[src/rtl/core/i2cmte_pkg.sv]
// Package for the I2C master transaction engine.
// Holds opcodes, status codes, state encodings and the item and result types.
// No dependencies.
package i2cmte_pkg;

   localparam int MaxBurst = 64;
   localparam int BufAw    = $clog2(MaxBurst);

   localparam logic [1:0] OP_TICK  = 2'd0;
   localparam logic [1:0] OP_LOAD  = 2'd1;
   localparam logic [1:0] OP_WRITE = 2'd2;
   localparam logic [1:0] OP_READ  = 2'd3;

   localparam logic [1:0] ST_OK    = 2'd0;
   localparam logic [1:0] ST_RETRY = 2'd1;
   localparam logic [1:0] ST_NACK  = 2'd2;

   localparam logic [1:0] REG_RETRY_LIMIT = 2'd0;
   localparam logic [1:0] REG_HALF_PERIOD = 2'd1;

   typedef enum logic [19:0] {
      PH_IDLE    = 20'h00001,
      PH_RS_A    = 20'h00002,
      PH_ST_A    = 20'h00004,
      PH_ST_B    = 20'h00008,
      PH_TX_LO   = 20'h00010,
      PH_TX_HI   = 20'h00020,
      PH_ACK_LO  = 20'h00040,
      PH_ACK_HI  = 20'h00080,
      PH_ACK_END = 20'h00100,
      PH_RX_LO   = 20'h00200,
      PH_RX_HI   = 20'h00400,
      PH_MA_LO   = 20'h00800,
      PH_MA_HI   = 20'h01000,
      PH_MA_END  = 20'h02000,
      PH_NA_LO   = 20'h04000,
      PH_NA_HI   = 20'h08000,
      PH_NA_END  = 20'h10000,
      PH_SP_A    = 20'h20000,
      PH_SP_B    = 20'h40000,
      PH_SP_C    = 20'h80000
   } phase_type;

   typedef enum logic [4:0] {
      SG_DEV  = 5'b00001,
      SG_RHI  = 5'b00010,
      SG_RLO  = 5'b00100,
      SG_RDEV = 5'b01000,
      SG_DATA = 5'b10000
   } stage_type;

   typedef enum logic [1:0] {
      SK_OK    = 2'd0,
      SK_ERR   = 2'd2,
      SK_RETRY = 2'd3
   } stop_kind_type;

   // Classified input item
   typedef struct packed {
      logic        is_tick;
      logic        is_load;
      logic        is_start;
      logic [7:0]  dev;
      logic [15:0] reg_addr;
      logic        wide;
      logic [6:0]  count;
      logic [7:0]  data;
      logic        sda;
   } item_type;

   typedef struct packed {
      logic       scl_drive_low;
      logic       sda_drive_low;
      logic       busy_res;
      logic       done_res;
      logic [1:0] status;
      logic [6:0] acked_count;
      logic       read_valid;
      logic [7:0] read_byte;
      logic       last_byte;
   } rsp_type;

   // Handshake between the command queue and the bus engine
   typedef struct packed {
      logic empty;
      logic pop;
   } link_type;

endpackage

[src/rtl/core/i2cmte_front.sv]
// Front end: classifies incoming items and holds them in a two-entry queue.
// Depends on i2cmte_pkg.
module i2cmte_front (
   input  logic                 clock,
   input  logic                 reset,
   input  logic                 push,
   output logic                 full,
   input  logic [1:0]           opcode,
   input  logic [7:0]           dev_addr,
   input  logic [15:0]          reg_addr,
   input  logic                 wide_addr,
   input  logic [6:0]           byte_count,
   input  logic [7:0]           data_byte,
   input  logic                 sda_sample,
   input  logic                 pop,
   output logic                 empty,
   output i2cmte_pkg::item_type item
);
   import i2cmte_pkg::*;

   item_type   entry_ff [2];
   item_type   cls;
   logic       wr_ptr_ff, wr_ptr_in, rd_ptr_ff, rd_ptr_in;
   logic [1:0] count_ff, count_in;
   logic       do_wr, do_rd;

   // Decode opcode, saturate count, force direction bit
   always_comb begin
      cls          = '0;
      cls.is_tick  = (opcode == OP_TICK);
      cls.is_load  = (opcode == OP_LOAD);
      cls.is_start = (opcode == OP_WRITE) || (opcode == OP_READ);
      cls.dev      = {dev_addr[7:1], opcode == OP_READ};
      cls.reg_addr = reg_addr;
      cls.wide     = wide_addr;
      cls.count    = (byte_count > 7'(MaxBurst)) ? 7'(MaxBurst) : byte_count;
      cls.data     = data_byte;
      cls.sda      = sda_sample;
   end

   assign full  = (count_ff == 2'd2);
   assign empty = (count_ff == 2'd0);
   assign item  = entry_ff[rd_ptr_ff];
   assign do_wr = push && !full;
   assign do_rd = pop && !empty;

   // Advance pointers and count
   always_comb begin
      wr_ptr_in = wr_ptr_ff ^ do_wr;
      rd_ptr_in = rd_ptr_ff ^ do_rd;
      count_in  = count_ff + 2'(do_wr) - 2'(do_rd);
   end

   always_ff @(posedge clock) begin
      if (reset) begin
         wr_ptr_ff <= 1'b0;
         rd_ptr_ff <= 1'b0;
         count_ff  <= 2'd0;
      end else begin
         wr_ptr_ff <= wr_ptr_in;
         rd_ptr_ff <= rd_ptr_in;
         count_ff  <= count_in;
      end
   end

   // Hold payload
   always_ff @(posedge clock) begin
      if (do_wr) begin
         entry_ff[wr_ptr_ff] <= cls;
      end
   end

endmodule

[src/rtl/core/i2cmte_rsp_queue.sv]
// Result queue: two entries between the bus engine and the result port.
// Depends on i2cmte_pkg.
module i2cmte_rsp_queue (
   input  logic                clock,
   input  logic                reset,
   input  logic                push,
   input  i2cmte_pkg::rsp_type din,
   output logic                full,
   input  logic                pop,
   output logic                empty,
   output i2cmte_pkg::rsp_type dout
);
   import i2cmte_pkg::*;

   rsp_type    entry_ff [2];
   logic       wr_ptr_ff, rd_ptr_ff;
   logic [1:0] count_ff, count_in;
   logic       do_wr, do_rd;

   assign full  = (count_ff == 2'd2);
   assign empty = (count_ff == 2'd0);
   assign dout  = entry_ff[rd_ptr_ff];
   assign do_wr = push && !full;
   assign do_rd = pop && !empty;
   assign count_in = count_ff + 2'(do_wr) - 2'(do_rd);

   always_ff @(posedge clock) begin
      if (reset) begin
         wr_ptr_ff <= 1'b0;
         rd_ptr_ff <= 1'b0;
         count_ff  <= 2'd0;
      end else begin
         wr_ptr_ff <= wr_ptr_ff ^ do_wr;
         rd_ptr_ff <= rd_ptr_ff ^ do_rd;
         count_ff  <= count_in;
      end
   end

   // Hold payload
   always_ff @(posedge clock) begin
      if (do_wr) begin
         entry_ff[wr_ptr_ff] <= din;
      end
   end

endmodule

[src/rtl/core/i2cmte_engine.sv]
// Bus engine: runs the I2C transaction sequencer one item per step.
// Holds the write buffer memory. Depends on i2cmte_pkg.
module i2cmte_engine (
   input  logic                 clock,
   input  logic                 reset,
   input  logic [7:0]           retry_limit,
   input  logic [15:0]          half_period_ticks,
   input  i2cmte_pkg::link_type link_in,
   output logic                 link_pop,
   input  i2cmte_pkg::item_type item,
   input  logic                 rsp_full,
   output logic                 rsp_push,
   output i2cmte_pkg::rsp_type  rsp
);
   import i2cmte_pkg::*;

   phase_type     phase_ff, phase_in;
   stage_type     stage_ff, stage_in;
   stop_kind_type stop_ff, stop_in;
   logic [15:0]   tick_ff, tick_in, tick_next, half_eff;
   logic [2:0]    bit_ff, bit_in;
   logic [7:0]    shift_ff, shift_in;
   logic [6:0]    byte_idx_ff, byte_idx_in;
   logic [7:0]    retry_ff, retry_in;
   logic [7:0]    dev_ff, dev_in;
   logic [15:0]   reg_ff, reg_in;
   logic          wide_ff, wide_in;
   logic [6:0]    count_ff, count_in;
   logic [6:0]    fill_ff, fill_in;
   logic [6:0]    ack_ff, ack_in;

   logic [7:0]    buf_mem [MaxBurst];
   logic [7:0]    rd_data_ff;
   logic [6:0]    rd_idx;
   logic          wr_en;

   logic          step, do_adv, do_try, fin, ok;
   logic [1:0]    fin_st;
   logic          rvalid, last;
   logic [7:0]    rbyte;
   logic          scl, sdal, tx_bit;

   assign step     = !link_in.empty && !rsp_full;
   assign link_pop = step;
   assign rsp_push = step;
   assign half_eff = (half_period_ticks == 16'd0) ? 16'd1 : half_period_ticks;
   assign ok       = (shift_ff == 8'd0);

   // Step the sequencer
   always_comb begin
      phase_in    = phase_ff;
      stage_in    = stage_ff;
      stop_in     = stop_ff;
      tick_in     = tick_ff;
      bit_in      = bit_ff;
      shift_in    = shift_ff;
      byte_idx_in = byte_idx_ff;
      retry_in    = retry_ff;
      dev_in      = dev_ff;
      reg_in      = reg_ff;
      wide_in     = wide_ff;
      count_in    = count_ff;
      fill_in     = fill_ff;
      ack_in      = ack_ff;
      tick_next   = tick_ff + 16'd1;
      wr_en       = 1'b0;
      do_adv      = 1'b0;
      do_try      = 1'b0;
      fin         = 1'b0;
      fin_st      = ST_OK;
      rvalid      = 1'b0;
      rbyte       = 8'd0;
      last        = 1'b0;

      if (step) begin
         if (item.is_tick) begin
            if (phase_ff != PH_IDLE) begin
               if (tick_next >= half_eff) begin
                  tick_in = 16'd0;
                  do_adv  = 1'b1;
               end else begin
                  tick_in = tick_next;
               end
            end
         end else if (phase_ff == PH_IDLE) begin
            if (item.is_load) begin
               if (fill_ff < 7'(MaxBurst)) begin
                  wr_en   = 1'b1;
                  fill_in = fill_ff + 7'd1;
               end
            end else begin
               dev_in   = item.dev;
               reg_in   = item.reg_addr;
               wide_in  = item.wide;
               count_in = item.count;
               retry_in = 8'd0;
               do_try   = 1'b1;
            end
         end
      end

      // Advance one half period
      if (do_adv) begin
         case (phase_ff)
            PH_RS_A: phase_in = PH_ST_A;
            PH_ST_A: phase_in = PH_ST_B;
            PH_ST_B: begin
               shift_in = (stage_ff == SG_RDEV) ? {dev_ff[7:1], 1'b1} : {dev_ff[7:1], 1'b0};
               bit_in   = 3'd7;
               phase_in = PH_TX_LO;
            end
            PH_TX_LO: phase_in = PH_TX_HI;
            PH_TX_HI: begin
               if (bit_ff == 3'd0) begin
                  phase_in = PH_ACK_LO;
               end else begin
                  bit_in   = bit_ff - 3'd1;
                  phase_in = PH_TX_LO;
               end
            end
            PH_ACK_LO: phase_in = PH_ACK_HI;
            PH_ACK_HI: begin
               shift_in = {7'd0, item.sda};
               phase_in = PH_ACK_END;
            end
            PH_ACK_END: begin
               case (stage_ff)
                  SG_DEV: begin
                     if (!ok) begin
                        stop_in  = SK_RETRY;
                        phase_in = PH_SP_A;
                     end else begin
                        stage_in = wide_ff ? SG_RHI : SG_RLO;
                        shift_in = wide_ff ? reg_ff[15:8] : reg_ff[7:0];
                        bit_in   = 3'd7;
                        phase_in = PH_TX_LO;
                     end
                  end
                  SG_RHI: begin
                     if (!ok) begin
                        stop_in  = SK_ERR;
                        phase_in = PH_SP_A;
                     end else begin
                        ack_in   = ack_ff + 7'd1;
                        stage_in = SG_RLO;
                        shift_in = reg_ff[7:0];
                        bit_in   = 3'd7;
                        phase_in = PH_TX_LO;
                     end
                  end
                  SG_RLO: begin
                     if (!ok) begin
                        stop_in  = wide_ff ? SK_ERR : SK_RETRY;
                        phase_in = PH_SP_A;
                     end else begin
                        if (wide_ff) begin
                           ack_in = ack_ff + 7'd1;
                        end
                        if (dev_ff[0]) begin
                           stage_in = SG_RDEV;
                           phase_in = PH_RS_A;
                        end else begin
                           stage_in = SG_DATA;
                           if (byte_idx_ff >= count_ff) begin
                              stop_in  = SK_OK;
                              phase_in = PH_SP_A;
                           end else begin
                              shift_in = rd_data_ff;
                              bit_in   = 3'd7;
                              phase_in = PH_TX_LO;
                           end
                        end
                     end
                  end
                  SG_RDEV: begin
                     if (!ok) begin
                        stop_in  = SK_RETRY;
                        phase_in = PH_SP_A;
                     end else if (count_ff == 7'd0) begin
                        stop_in  = SK_OK;
                        phase_in = PH_SP_A;
                     end else begin
                        shift_in = 8'd0;
                        bit_in   = 3'd7;
                        phase_in = PH_RX_LO;
                     end
                  end
                  default: begin
                     if (!ok) begin
                        stop_in  = SK_ERR;
                        phase_in = PH_SP_A;
                     end else begin
                        ack_in      = ack_ff + 7'd1;
                        byte_idx_in = byte_idx_ff + 7'd1;
                        stage_in    = SG_DATA;
                        if (byte_idx_in >= count_ff) begin
                           stop_in  = SK_OK;
                           phase_in = PH_SP_A;
                        end else begin
                           shift_in = rd_data_ff;
                           bit_in   = 3'd7;
                           phase_in = PH_TX_LO;
                        end
                     end
                  end
               endcase
            end
            PH_RX_LO: phase_in = PH_RX_HI;
            PH_RX_HI: begin
               shift_in = {shift_ff[6:0], item.sda};
               if (bit_ff == 3'd0) begin
                  ack_in      = ack_ff + 7'd1;
                  byte_idx_in = byte_idx_ff + 7'd1;
                  rvalid      = 1'b1;
                  rbyte       = shift_in;
                  last        = (byte_idx_in >= count_ff);
                  phase_in    = last ? PH_NA_LO : PH_MA_LO;
               end else begin
                  bit_in   = bit_ff - 3'd1;
                  phase_in = PH_RX_LO;
               end
            end
            PH_MA_LO: phase_in = PH_MA_HI;
            PH_MA_HI: phase_in = PH_MA_END;
            PH_MA_END: begin
               shift_in = 8'd0;
               bit_in   = 3'd7;
               phase_in = PH_RX_LO;
            end
            PH_NA_LO: phase_in = PH_NA_HI;
            PH_NA_HI: phase_in = PH_NA_END;
            PH_NA_END: begin
               stop_in  = SK_OK;
               phase_in = PH_SP_A;
            end
            PH_SP_A: phase_in = PH_SP_B;
            PH_SP_B: phase_in = PH_SP_C;
            PH_SP_C: begin
               if (stop_ff == SK_RETRY) begin
                  do_try = 1'b1;
               end else begin
                  fin    = 1'b1;
                  fin_st = (stop_ff == SK_ERR) ? ST_NACK : ST_OK;
               end
            end
            default: phase_in = PH_IDLE;
         endcase
      end

      // Start a fresh attempt or give up
      if (do_try) begin
         if (retry_in >= retry_limit) begin
            fin    = 1'b1;
            fin_st = ST_RETRY;
         end else begin
            retry_in    = retry_in + 8'd1;
            ack_in      = 7'd0;
            byte_idx_in = 7'd0;
            stage_in    = SG_DEV;
            tick_in     = 16'd0;
            phase_in    = PH_ST_A;
         end
      end

      // Finish the transaction; a write empties the buffer
      if (fin) begin
         phase_in = PH_IDLE;
         tick_in  = 16'd0;
         if (!dev_in[0]) begin
            fill_in = 7'd0;
         end
      end
   end

   // Line drive after the step
   always_comb begin
      tx_bit = shift_in[bit_in];
      case (phase_in)
         PH_RS_A, PH_ACK_LO, PH_RX_LO, PH_NA_LO, PH_NA_END: begin
            scl  = 1'b1;
            sdal = 1'b0;
         end
         PH_ST_B, PH_MA_HI, PH_SP_B: begin
            scl  = 1'b0;
            sdal = 1'b1;
         end
         PH_TX_LO: begin
            scl  = 1'b1;
            sdal = ~tx_bit;
         end
         PH_TX_HI: begin
            scl  = 1'b0;
            sdal = ~tx_bit;
         end
         PH_ACK_END, PH_MA_LO, PH_MA_END, PH_SP_A: begin
            scl  = 1'b1;
            sdal = 1'b1;
         end
         default: begin
            scl  = 1'b0;
            sdal = 1'b0;
         end
      endcase
   end

   always_comb begin
      rsp.scl_drive_low = scl;
      rsp.sda_drive_low = sdal;
      rsp.busy_res      = (phase_in != PH_IDLE);
      rsp.done_res      = fin;
      rsp.status        = fin ? fin_st : ST_OK;
      rsp.acked_count   = fin ? ack_in : 7'd0;
      rsp.read_valid    = rvalid;
      rsp.read_byte     = rbyte;
      rsp.last_byte     = last;
   end

   // Prefetch the next buffer byte: the following one once data is flowing
   assign rd_idx = (stage_in == SG_DATA) ? (byte_idx_in + 7'd1) : byte_idx_in;

   always_ff @(posedge clock) begin
      if (wr_en) begin
         buf_mem[fill_ff[BufAw-1:0]] <= item.data;
      end
      rd_data_ff <= buf_mem[rd_idx[BufAw-1:0]];
   end

   always_ff @(posedge clock) begin
      if (reset) begin
         phase_ff    <= PH_IDLE;
         stage_ff    <= SG_DEV;
         stop_ff     <= SK_OK;
         tick_ff     <= 16'd0;
         bit_ff      <= 3'd7;
         shift_ff    <= 8'd0;
         byte_idx_ff <= 7'd0;
         retry_ff    <= 8'd0;
         dev_ff      <= 8'd0;
         reg_ff      <= 16'd0;
         wide_ff     <= 1'b0;
         count_ff    <= 7'd0;
         fill_ff     <= 7'd0;
         ack_ff      <= 7'd0;
      end else begin
         phase_ff    <= phase_in;
         stage_ff    <= stage_in;
         stop_ff     <= stop_in;
         tick_ff     <= tick_in;
         bit_ff      <= bit_in;
         shift_ff    <= shift_in;
         byte_idx_ff <= byte_idx_in;
         retry_ff    <= retry_in;
         dev_ff      <= dev_in;
         reg_ff      <= reg_in;
         wide_ff     <= wide_in;
         count_ff    <= count_in;
         fill_ff     <= fill_in;
         ack_ff      <= ack_in;
      end
   end

endmodule

[src/rtl/core/i2c_master_transaction_engine_top.sv]
// Top level of the I2C master transaction engine.
// Depends on i2cmte_pkg, i2cmte_front, i2cmte_engine, i2cmte_rsp_queue.
//
//  channel  | ports              | transfer when
//  ---------+--------------------+-----------------------------------------
//  request  | req_push/req_full  | req_push & !req_full
//  response | rsp_pop/rsp_empty  | rsp_pop & !rsp_empty
//  csr      | csr_* (APB)        | psel & penable & pwrite (pready high)
//
// One item per clock sustained while the result queue has room; each item's
// result reaches the response ports through the command queue, then an engine
// step into the result queue. The engine handles one item per cycle unless the
// command queue is empty or the result queue is full; the two-entry queues on
// each side let the request and response channels stall independently.
// Reset is synchronous; no clearing pass, the write buffer is not cleared.
module i2c_master_transaction_engine_top (
   input  logic        clock,
   input  logic        reset,
   input  logic        req_push,
   output logic        req_full,
   input  logic [1:0]  req_opcode,
   input  logic [7:0]  req_dev_addr,
   input  logic [15:0] req_reg_addr,
   input  logic        req_wide_addr,
   input  logic [6:0]  req_byte_count,
   input  logic [7:0]  req_data_byte,
   input  logic        req_sda_sample,
   output logic        rsp_empty,
   input  logic        rsp_pop,
   output logic        rsp_scl_drive_low,
   output logic        rsp_sda_drive_low,
   output logic        rsp_busy_res,
   output logic        rsp_done_res,
   output logic [1:0]  rsp_status,
   output logic [6:0]  rsp_acked_count,
   output logic        rsp_read_valid,
   output logic [7:0]  rsp_read_byte,
   output logic        rsp_last_byte,
   input  logic        csr_psel,
   input  logic        csr_penable,
   input  logic        csr_pwrite,
   input  logic [2:0]  csr_paddr,
   input  logic [31:0] csr_pwdata,
   output logic [31:0] csr_prdata,
   output logic        csr_pready
);
   import i2cmte_pkg::*;

   logic [7:0]  retry_limit_ff;
   logic [15:0] half_period_ff;
   logic [1:0]  reg_idx;
   logic        csr_wr;
   item_type    item;
   link_type    link;
   logic        link_empty, link_pop;
   rsp_type     rsp_in, rsp_out;
   logic        rsp_push, rsp_full;

   assign csr_pready = 1'b1;
   assign csr_wr     = csr_psel && csr_penable && csr_pwrite;
   assign reg_idx    = {1'b0, csr_paddr[2]};

   // Write configuration registers
   always_ff @(posedge clock) begin
      if (reset) begin
         retry_limit_ff <= 8'd200;
         half_period_ff <= 16'd1;
      end else if (csr_wr) begin
         if (reg_idx == REG_RETRY_LIMIT) begin
            retry_limit_ff <= csr_pwdata[7:0];
         end else begin
            half_period_ff <= csr_pwdata[15:0];
         end
      end
   end

   // Read back
   always_comb begin
      case (reg_idx)
         REG_RETRY_LIMIT: csr_prdata = {24'd0, retry_limit_ff};
         REG_HALF_PERIOD: csr_prdata = {16'd0, half_period_ff};
         default:         csr_prdata = 32'd0;
      endcase
   end

   i2cmte_front u_front (
      .clock      (clock),
      .reset      (reset),
      .push       (req_push),
      .full       (req_full),
      .opcode     (req_opcode),
      .dev_addr   (req_dev_addr),
      .reg_addr   (req_reg_addr),
      .wide_addr  (req_wide_addr),
      .byte_count (req_byte_count),
      .data_byte  (req_data_byte),
      .sda_sample (req_sda_sample),
      .pop        (link_pop),
      .empty      (link_empty),
      .item       (item)
   );

   assign link.empty = link_empty;
   assign link.pop   = link_pop;

   i2cmte_engine u_engine (
      .clock             (clock),
      .reset             (reset),
      .retry_limit       (retry_limit_ff),
      .half_period_ticks (half_period_ff),
      .link_in           (link),
      .link_pop          (link_pop),
      .item              (item),
      .rsp_full          (rsp_full),
      .rsp_push          (rsp_push),
      .rsp               (rsp_in)
   );

   i2cmte_rsp_queue u_rsp_queue (
      .clock (clock),
      .reset (reset),
      .push  (rsp_push),
      .din   (rsp_in),
      .full  (rsp_full),
      .pop   (rsp_pop),
      .empty (rsp_empty),
      .dout  (rsp_out)
   );

   assign rsp_scl_drive_low = rsp_out.scl_drive_low;
   assign rsp_sda_drive_low = rsp_out.sda_drive_low;
   assign rsp_busy_res      = rsp_out.busy_res;
   assign rsp_done_res      = rsp_out.done_res;
   assign rsp_status        = rsp_out.status;
   assign rsp_acked_count   = rsp_out.acked_count;
   assign rsp_read_valid    = rsp_out.read_valid;
   assign rsp_read_byte     = rsp_out.read_byte;
   assign rsp_last_byte     = rsp_out.last_byte;

endmodule

[config.mk]
export PLATFORM = sky130hd
export DESIGN_NAME = i2c_master_transaction_engine_top
export DESIGN_NICKNAME = d
export VERILOG_FILES = /design/src/rtl/core/i2cmte_pkg.sv /design/src/rtl/core/i2cmte_front.sv /design/src/rtl/core/i2cmte_rsp_queue.sv /design/src/rtl/core/i2cmte_engine.sv /design/src/rtl/core/i2c_master_transaction_engine_top.sv
export SDC_FILE = /design/constraint.sdc
export NUM_CORES = 1
export LEC_CHECK = 0
export BUFFER_PORTS_ARGS = -buffer_cell sky130_fd_sc_hd__buf_2
export CAP_MARGIN = 40
export CORE_MARGIN = 2
export CORE_UTILIZATION = 36
export DETAILED_ROUTE_END_ITERATION = 12
export HOLD_SLACK_MARGIN = 0.02
export PLACE_DENSITY = 0.51
export SYNTH_ARGS = -nofsm -noshare
export SYNTH_HDL_FRONTEND = slang
export SYNTH_SLANG_ARGS = --single-unit
[constraint.sdc]
create_clock -name clock -period 6.65 [get_ports clock]
set_input_delay 0.665 -clock clock [delete_from_list [all_inputs] [get_ports clock]]
set_output_delay 0.665 -clock clock [all_outputs]
set_load 0.05 [all_outputs]
Yosys cells after proc, flatten, opt, wreduce, memory -nomap -nowiden
Memories as Yosys holds them, arrays and structs flattened. A register that Yosys moved wholly into a read port is not among the register bits.
Index checks and enable logic that the tools add are counted.
Widths: inputs -> output; s select.
{"block": "op_classes", "addsub": 11, "magnitude_cmp": 7, "n_eq_ne": 54, "n_mux": 159, "n_bitwise": 8, "n_reduce_logical": 34}
{"cell": "$pmux 20 s19", "count": 1}
{"cell": "$mux 20", "count": 9}
{"cell": "$mux 7", "count": 23}
{"cell": "$mux 8", "count": 20}
{"cell": "$mux 16", "count": 7}
{"cell": "$mux 18", "count": 4}
{"cell": "$pmux 20 s3", "count": 1}
{"cell": "$mux 5", "count": 9}
{"cell": "$mux 1", "count": 43}
{"cell": "$pmux 7 s2", "count": 3}
{"cell": "$eq 20x10->1 const B", "count": 2}
{"cell": "$eq 20x12->1 const B", "count": 2}
{"cell": "$eq 20x13->1 const B", "count": 2}
{"cell": "$eq 20x14->1 const B", "count": 2}
{"cell": "$eq 20x15->1 const B", "count": 2}
{"cell": "$eq 20x17->1 const B", "count": 2}
{"cell": "$eq 20x18->1 const B", "count": 2}
{"cell": "$eq 20x19->1 const B", "count": 2}
{"cell": "$eq 20x2->1 const B", "count": 2}
{"cell": "$eq 20x4->1 const B", "count": 2}
{"cell": "$eq 20x5->1 const B", "count": 2}
{"cell": "$eq 20x6->1 const B", "count": 2}
{"cell": "$eq 20x7->1 const B", "count": 2}
{"cell": "$eq 20x9->1 const B", "count": 2}
{"cell": "other kinds (61)", "count": 125}
{"block": "word_totals", "register_bits": 147, "ramBits": 646, "in_bits": 85, "elab_cells": 299, "mem_count": 3}
{"name": "u_engine.buf_mem", "depth": 64, "word_bits": 8, "rd": 1, "rd_clocked_by_memory_dff": 1, "wr": 1, "line": "i2cmte_engine.sv:32", "source": "logic [7:0] buf_mem [MaxBurst];"}
{"name": "u_front.entry_ff", "depth": 2, "word_bits": 44, "rd": 1, "rd_clocked_by_memory_dff": 1, "wr": 1, "line": "i2cmte_front.sv:21", "source": "item_type entry_ff [2];"}
{"name": "u_rsp_queue.entry_ff", "depth": 2, "word_bits": 23, "rd": 1, "rd_clocked_by_memory_dff": 1, "wr": 1, "line": "i2cmte_rsp_queue.sv:15", "source": "rsp_type entry_ff [2];"}

Depth between registers and ports, before layout
{"block": "depth", "depth_word": 14, "mapped_depth": 28}

Modules after synthesis
From an unflattened synthesis, not the netlist that was laid out.
{"block": "unflattened", "hier_cells": 2847, "area_unflattened_um2": 35622.9}
{"mod": "i2cmte_engine", "n_inst": 1, "cells_per_inst": 2442, "area_each_um2": 28782.6, "seq_area_each_um2": 17837.1}
{"mod": "i2cmte_front", "n_inst": 1, "cells_per_inst": 171, "area_each_um2": 3500.9, "seq_area_each_um2": 2722.6}
{"mod": "i2cmte_rsp_queue", "n_inst": 1, "cells_per_inst": 95, "area_each_um2": 1986.9, "seq_area_each_um2": 1461.4}
{"mod": "i2c_master_transaction_engine_top", "n_inst": 1, "cells_per_inst": 139, "area_each_um2": 1352.5, "seq_area_each_um2": 480.5}

Least setup slack after synthesis
No wires, ideal clock.
{"block": "synth_timing", "kind": "reg2reg", "from": "register u_engine.tick_ff[0]", "to": "register u_engine.rd_data_ff[3] (read register of u_engine.buf_mem)", "setup_time_ps": 134, "arrival_time_ps": 6285, "t_required_ps": 6516, "slack_ps": 231, "path_stages_with_launch": 28, "path_buffers": 4, "period_less_slack_ps": 6419, "cell_sequence": "dfxtp_1 ha_1 and3_1 and3_1 and3_1 and3_1 and3_1 nand3_1 xnor2_1 ha_1 nand4_1 or4_1 o32ai_1 o221a_2 buf_2 xnor2_2 nor2_1 ha_1 or4b_1 buf_2 nand2_4 buf_6 buf_6 mux2i_1 o22ai_1 or4b_1 a22oi_1 o2111ai_1"}
{"block": "synth_via", "elab_chain_len": 11}
{"element": "from (decl)", "line": "i2cmte_engine.sv:20", "source": "logic [15:0] tick_ff, tick_in, tick_next, half_eff;"}
{"element": "from (signal assigned)", "line": "i2cmte_engine.sv:348", "source": "tick_ff <= tick_in;"}
{"element": "$add 16x1->16 *", "line": "i2cmte_engine.sv:65", "source": "tick_next = tick_ff + 16'd1;"}
{"element": "$ge 16x16->1 *", "line": "i2cmte_engine.sv:78", "source": "if (tick_next >= half_eff) begin"}
{"element": "$mux 1 *", "line": "i2cmte_engine.sv:78"}
{"element": "$mux 1 *", "line": "i2cmte_engine.sv:77", "source": "if (phase_ff != PH_IDLE) begin"}
{"element": "$mux 1 *", "line": "i2cmte_engine.sv:76", "source": "if (item.is_tick) begin"}
{"element": "$mux 1 *", "line": "i2cmte_engine.sv:75", "source": "if (step) begin"}
{"element": "$mux 7", "line": "i2cmte_engine.sv:103", "source": "if (do_adv) begin"}
{"element": "$mux 7", "line": "i2cmte_engine.sv:252", "source": "if (retry_in >= retry_limit) begin"}
{"element": "$mux 7 *", "line": "i2cmte_engine.sv:251", "source": "if (do_try) begin"}
{"element": "net u_engine.byte_idx_in[0]", "line": "i2cmte_engine.sv:23", "source": "logic [6:0] byte_idx_ff, byte_idx_in;"}
{"element": "$add 6x1->6", "line": "i2cmte_engine.sv:319", "source": "assign rd_idx = (stage_in == SG_DATA) ? (byte_idx_in + 7'd1) : byte_idx_in;"}
{"element": "$mux 6 *", "line": "i2cmte_engine.sv:319"}
{"element": "to (decl)", "line": "i2cmte_engine.sv:33", "source": "logic [7:0] rd_data_ff;"}
The timed path passes the listed nets; every way through them passes the cells marked *.
A chain may end at the register's enable or synchronous reset.

Worst setup path after layout
Same ends and word-level chain as after synthesis.

==> out/metrics.csv <==
stage,metric,value,unit
run_status,status,"finished, final reports clean",
die,start_util,36.2,%
timing,clock_skew,0.0256,ns
route,drtIter0Drc,1563,
route,via_per_inst,5.33,
final_layout,instances_no_fill,4341,
final_layout,fillers,8829,
final_layout,syn_to_final_growth,19.0,%
final_layout,drive_gt1_share,19.4,%
final_layout,nets,3131,
placement,placed_area,37800,sq um
timing,rsz0062_at_grt,true,
timing,clock.fmax,0.152,GHz
timing,fin_crit_sh,99.1,%
global_route,grt_pass1_vias,23300,
global_route,grt_usage,19.0,%
final_layout,finalInstanceArea,41400,sq um
timing,worst_pin_slew,0.938,ns
route,drc,0,
logic_synthesis,synthArstFlopShare,0,%
placement,portBuffers,106,
timing,drv_slew,0,
route,drt-total-wl,95700,um
logic_synthesis,synthesis.area,34800,sq um
job,drv_cap,0,
logic_synthesis,netlist.area_leader.share,55.6,%
logic_synthesis,synth-warning-count,0,
die,die_height,315,um
die,die-area,99200,sq um
logic_synthesis,synthCells,2750,
worst_setup_path,worstSetupPathType,flop to flop,
timing,finalHoldViolCount,0,
timing,period_needed,6.59,ns
clocking,cts_sinks,799,
placement,globalplace.congestion,0.848,
global_route,grt_pass1_wl,143000,um
die,die_x,315,um
hold_path,min_path_type,input pin to flop,
logic_synthesis,yosysTopAreaCell,edfxtp_1,
final_layout,diodes,0,
logic_synthesis,synth_edf_count,644,
logic_synthesis,synthDistinctLibCells,86,
worst_setup_path,cp_max_fo,6,
timing,whs,0.208,ns
clocking,cts_max_path_buffers,3,
power,p_leak,14.3,nW
route,dr.pass1.iters,5,
placement,numPlacedInstances,4152,
clocking,cts_hold_buffers,0,
worst_setup_path,startpoint_type,flop,
clocking,cts_tree,yes,
clocking,root_buffer,clkbuf_16,
placement,dpl.hpwl,64100,um
die,num_rows,114,
logic_synthesis,synth_seq_cells,799,
worst_setup_path,regToRegStartpoint,u_engine.tick_ff[0],
power,power_per_cell_area,322,nW/um^2
logic_synthesis,ys.flop_type,edfxtp_1,
route,routedWlPerCell,22.0,um
route,vias,23200,
global_route,grt-ovfl-total,0,
hold_path,min-delay-start,req_reg_addr[7],
die,core_area,96300,sq um
logic_synthesis,avgSynthCellArea,12.7,sq um
clocking,clkLatencyLatePin,0.65,ns
worst_setup_path,arrival,7.08,ns
die,io_pins,143,
clocking,h-tree-depth,3,
logic_synthesis,synth.yosys.seq_area_share,64.5,%
timing,slew_headroom,37.2,%
clocking,cts_buffers,88,
clocking,clkTransAtPathRegs,0.06,ns
route,detail-route-antenna-nets,0,
global_route,antenna_found_initial,3,
power,vdd_ir_drop_max,0.198,mV
global_route,grt_max_degree,68,
worst_setup_path,critPathCaptureType,flop,
timing,finalSetupViolCount,0,
logic_synthesis,synth_area_leaders,"edfxtp_1 (56%), dfxtp_1 (8.9%), mux2i_1 (5.5%)",
power,fin_total_pwr,13.3,mW
worst_setup_path,critPathLaunch,u_engine.tick_ff[0],
worst_setup_path,cp.required,7.14,ns
cells in the final DEF (no fill, tap or decap), drive strengths merged, types with 51 or more instances in the layout:
cell type,instances
edfxtp,644
buf,301
nor2,259
nand2,243
mux2i,190
dfxtp,155
a21oi,119
clkbuf,111
nand3,71
inv,66
o21ai,63
a211oi,62
and3,55
ha,54
o22ai,51
synth_stat cells (6+ instances only):
cell and number:
a211o_1 17, a211oi_1 61, a21o_1 14, a21oi_1 119, a221oi_1 39, a22oi_1 19, a31oi_1 8, a32oi_1 16
and2_1 21, and3_1 55, and4_1 6, buf_1 13, buf_2 39, buf_4 22, buf_6 8, clkbuf_1 87
dfxtp_1 155, edfxtp_1 644, ha_1 54, inv_1 60, mux2_2 48, mux2i_1 190, nand2_1 240, nand2b_1 14
nand3_1 71, nand3b_1 8, nand4_1 34, nand4b_1 6, nor2_1 258, nor2b_1 46, nor3_1 19, nor3b_1 16
nor4_1 24, o2111ai_1 13, o211ai_1 18, o21a_1 9, o21ai_0 58, o22ai_1 51, or2_2 12, or4_1 14
or4b_1 11, xnor2_1 23, xor2_1 31
state kept, by name (all words and copies together) (netlist names), 7 cells and up:
register and cells:
half_period_ff 16, retry_limit_ff 8, u_engine.ack_ff 7, u_engine.buf_mem 512, u_engine.byte_idx_ff 7, u_engine.count_ff 7
u_engine.dev_ff 8, u_engine.fill_ff 7, u_engine.phase_ff 20, u_engine.rd_data_ff 8, u_engine.reg_ff 16, u_engine.retry_ff 8
u_engine.shift_ff 8, u_engine.tick_ff 16, u_front.entry_ff 86, u_rsp_queue.entry_ff 46
power breakdown:
| group | internal [mW] | switching [mW] | total (mW) |
|---|---|---|---|
| clock network | 2.92 | 2.02 | 4.94 |
| registers | 6.00 | 0.134 | 6.13 |
| logic | 0.640 | 1.62 | 2.26 |
| total | 9.55 | 3.78 | 13.3 |
area by class of cell:
class	instances	area [sq um]	share of cell area [%]
clock inverters	54	588	1.42
inverters	62	233	0.562
repair buffers	305	2410	5.83
well taps	1276	1600	3.85
clock buffers	109	2350	5.68
multi-input cells	1736	11800	28.5
flip-flops and latches	799	22400	54.2
path summary, 6_finish.rpt:
check / to / slack (ns) / depth (start not counted)
worst max-delay path: u_engine.rd_data_ff[3] / 0.06 / 26
worst min-delay path: u_front.entry_ff[1][24] / 0.21 / 1
worst max register to register: u_engine.rd_data_ff[3] / 0.06 / 26
worst min register to register: half_period_ff[10] / 0.47 / 2
critical path, cell delays in order (launching register included):
cell and delay [ns]:
dfxtp_2 0.35, and3_4 0.19, and3_4 0.18, and3_4 0.18, and3_4 0.19, and3_4 0.18, and3_4 0.22, nand3_4 0.08
xnor2_2 0.16, ha_1 0.31, nand4_1 0.12, or4_4 0.46, o32ai_4 0.30, buf_6 0.15, nor2_4 0.03, o41a_1 0.37
o21a_4 0.26, ha_4 0.25, or4b_4 0.47, buf_12 0.18, nand2_8 0.13, mux2_2 0.37, o211ai_1 0.23, or4b_4 0.53
a22oi_2 0.22, buf_4 0.17, o2111ai_1 0.12
timing repair:
action / CTS / global route
buffers inserted: 4 / 14
setup endpoints to repair: 8 / 8
gates resized for setup: 35 / 58
cloned: 4 / 1
pin swaps: 5 / 15
per-stage QoR:
stage	setup WS [ns]	setup TNS (ns)	util [%]
after floorplan	0.231	0	-
after global placement	-0.291	-2.00	39.0
after detailed placement	-0.333	-2.46	39.2
after CTS	0.0443	0	42.6
after global routing	-0.161	-1.05	43.0
final	0.0577	0	43.0
cells by family (layout without fill, tap and decap cells):
family | count (synthesis) | after routing | synth area share, %
and+or+nand+nor | 876 | 878 | 12.4
DFF | 799 | 799 | 64.5
AOI/OAI and AO/OA | 494 | 494 | 9.73
muxes | 238 | 238 | 7.02
buffers and inverters | 232 | 530 | 3.06
xor gates and xnor gates | 55 | 55 | 1.41
adders and majority gates | 54 | 54 | 1.94
other | 2 | 17 | 0.0216
layer usage:
layer	global-route usage (%)	vias to the layer above	part of all wire, %
li1	-	10900	-
met1	23.5	11600	42
met2	34.2	567	51
met3	2.52	172	3.9
met4	6.11	0	3.1
met5	0	-	0
Note: power is estimated with default switching activity, not from simulation.
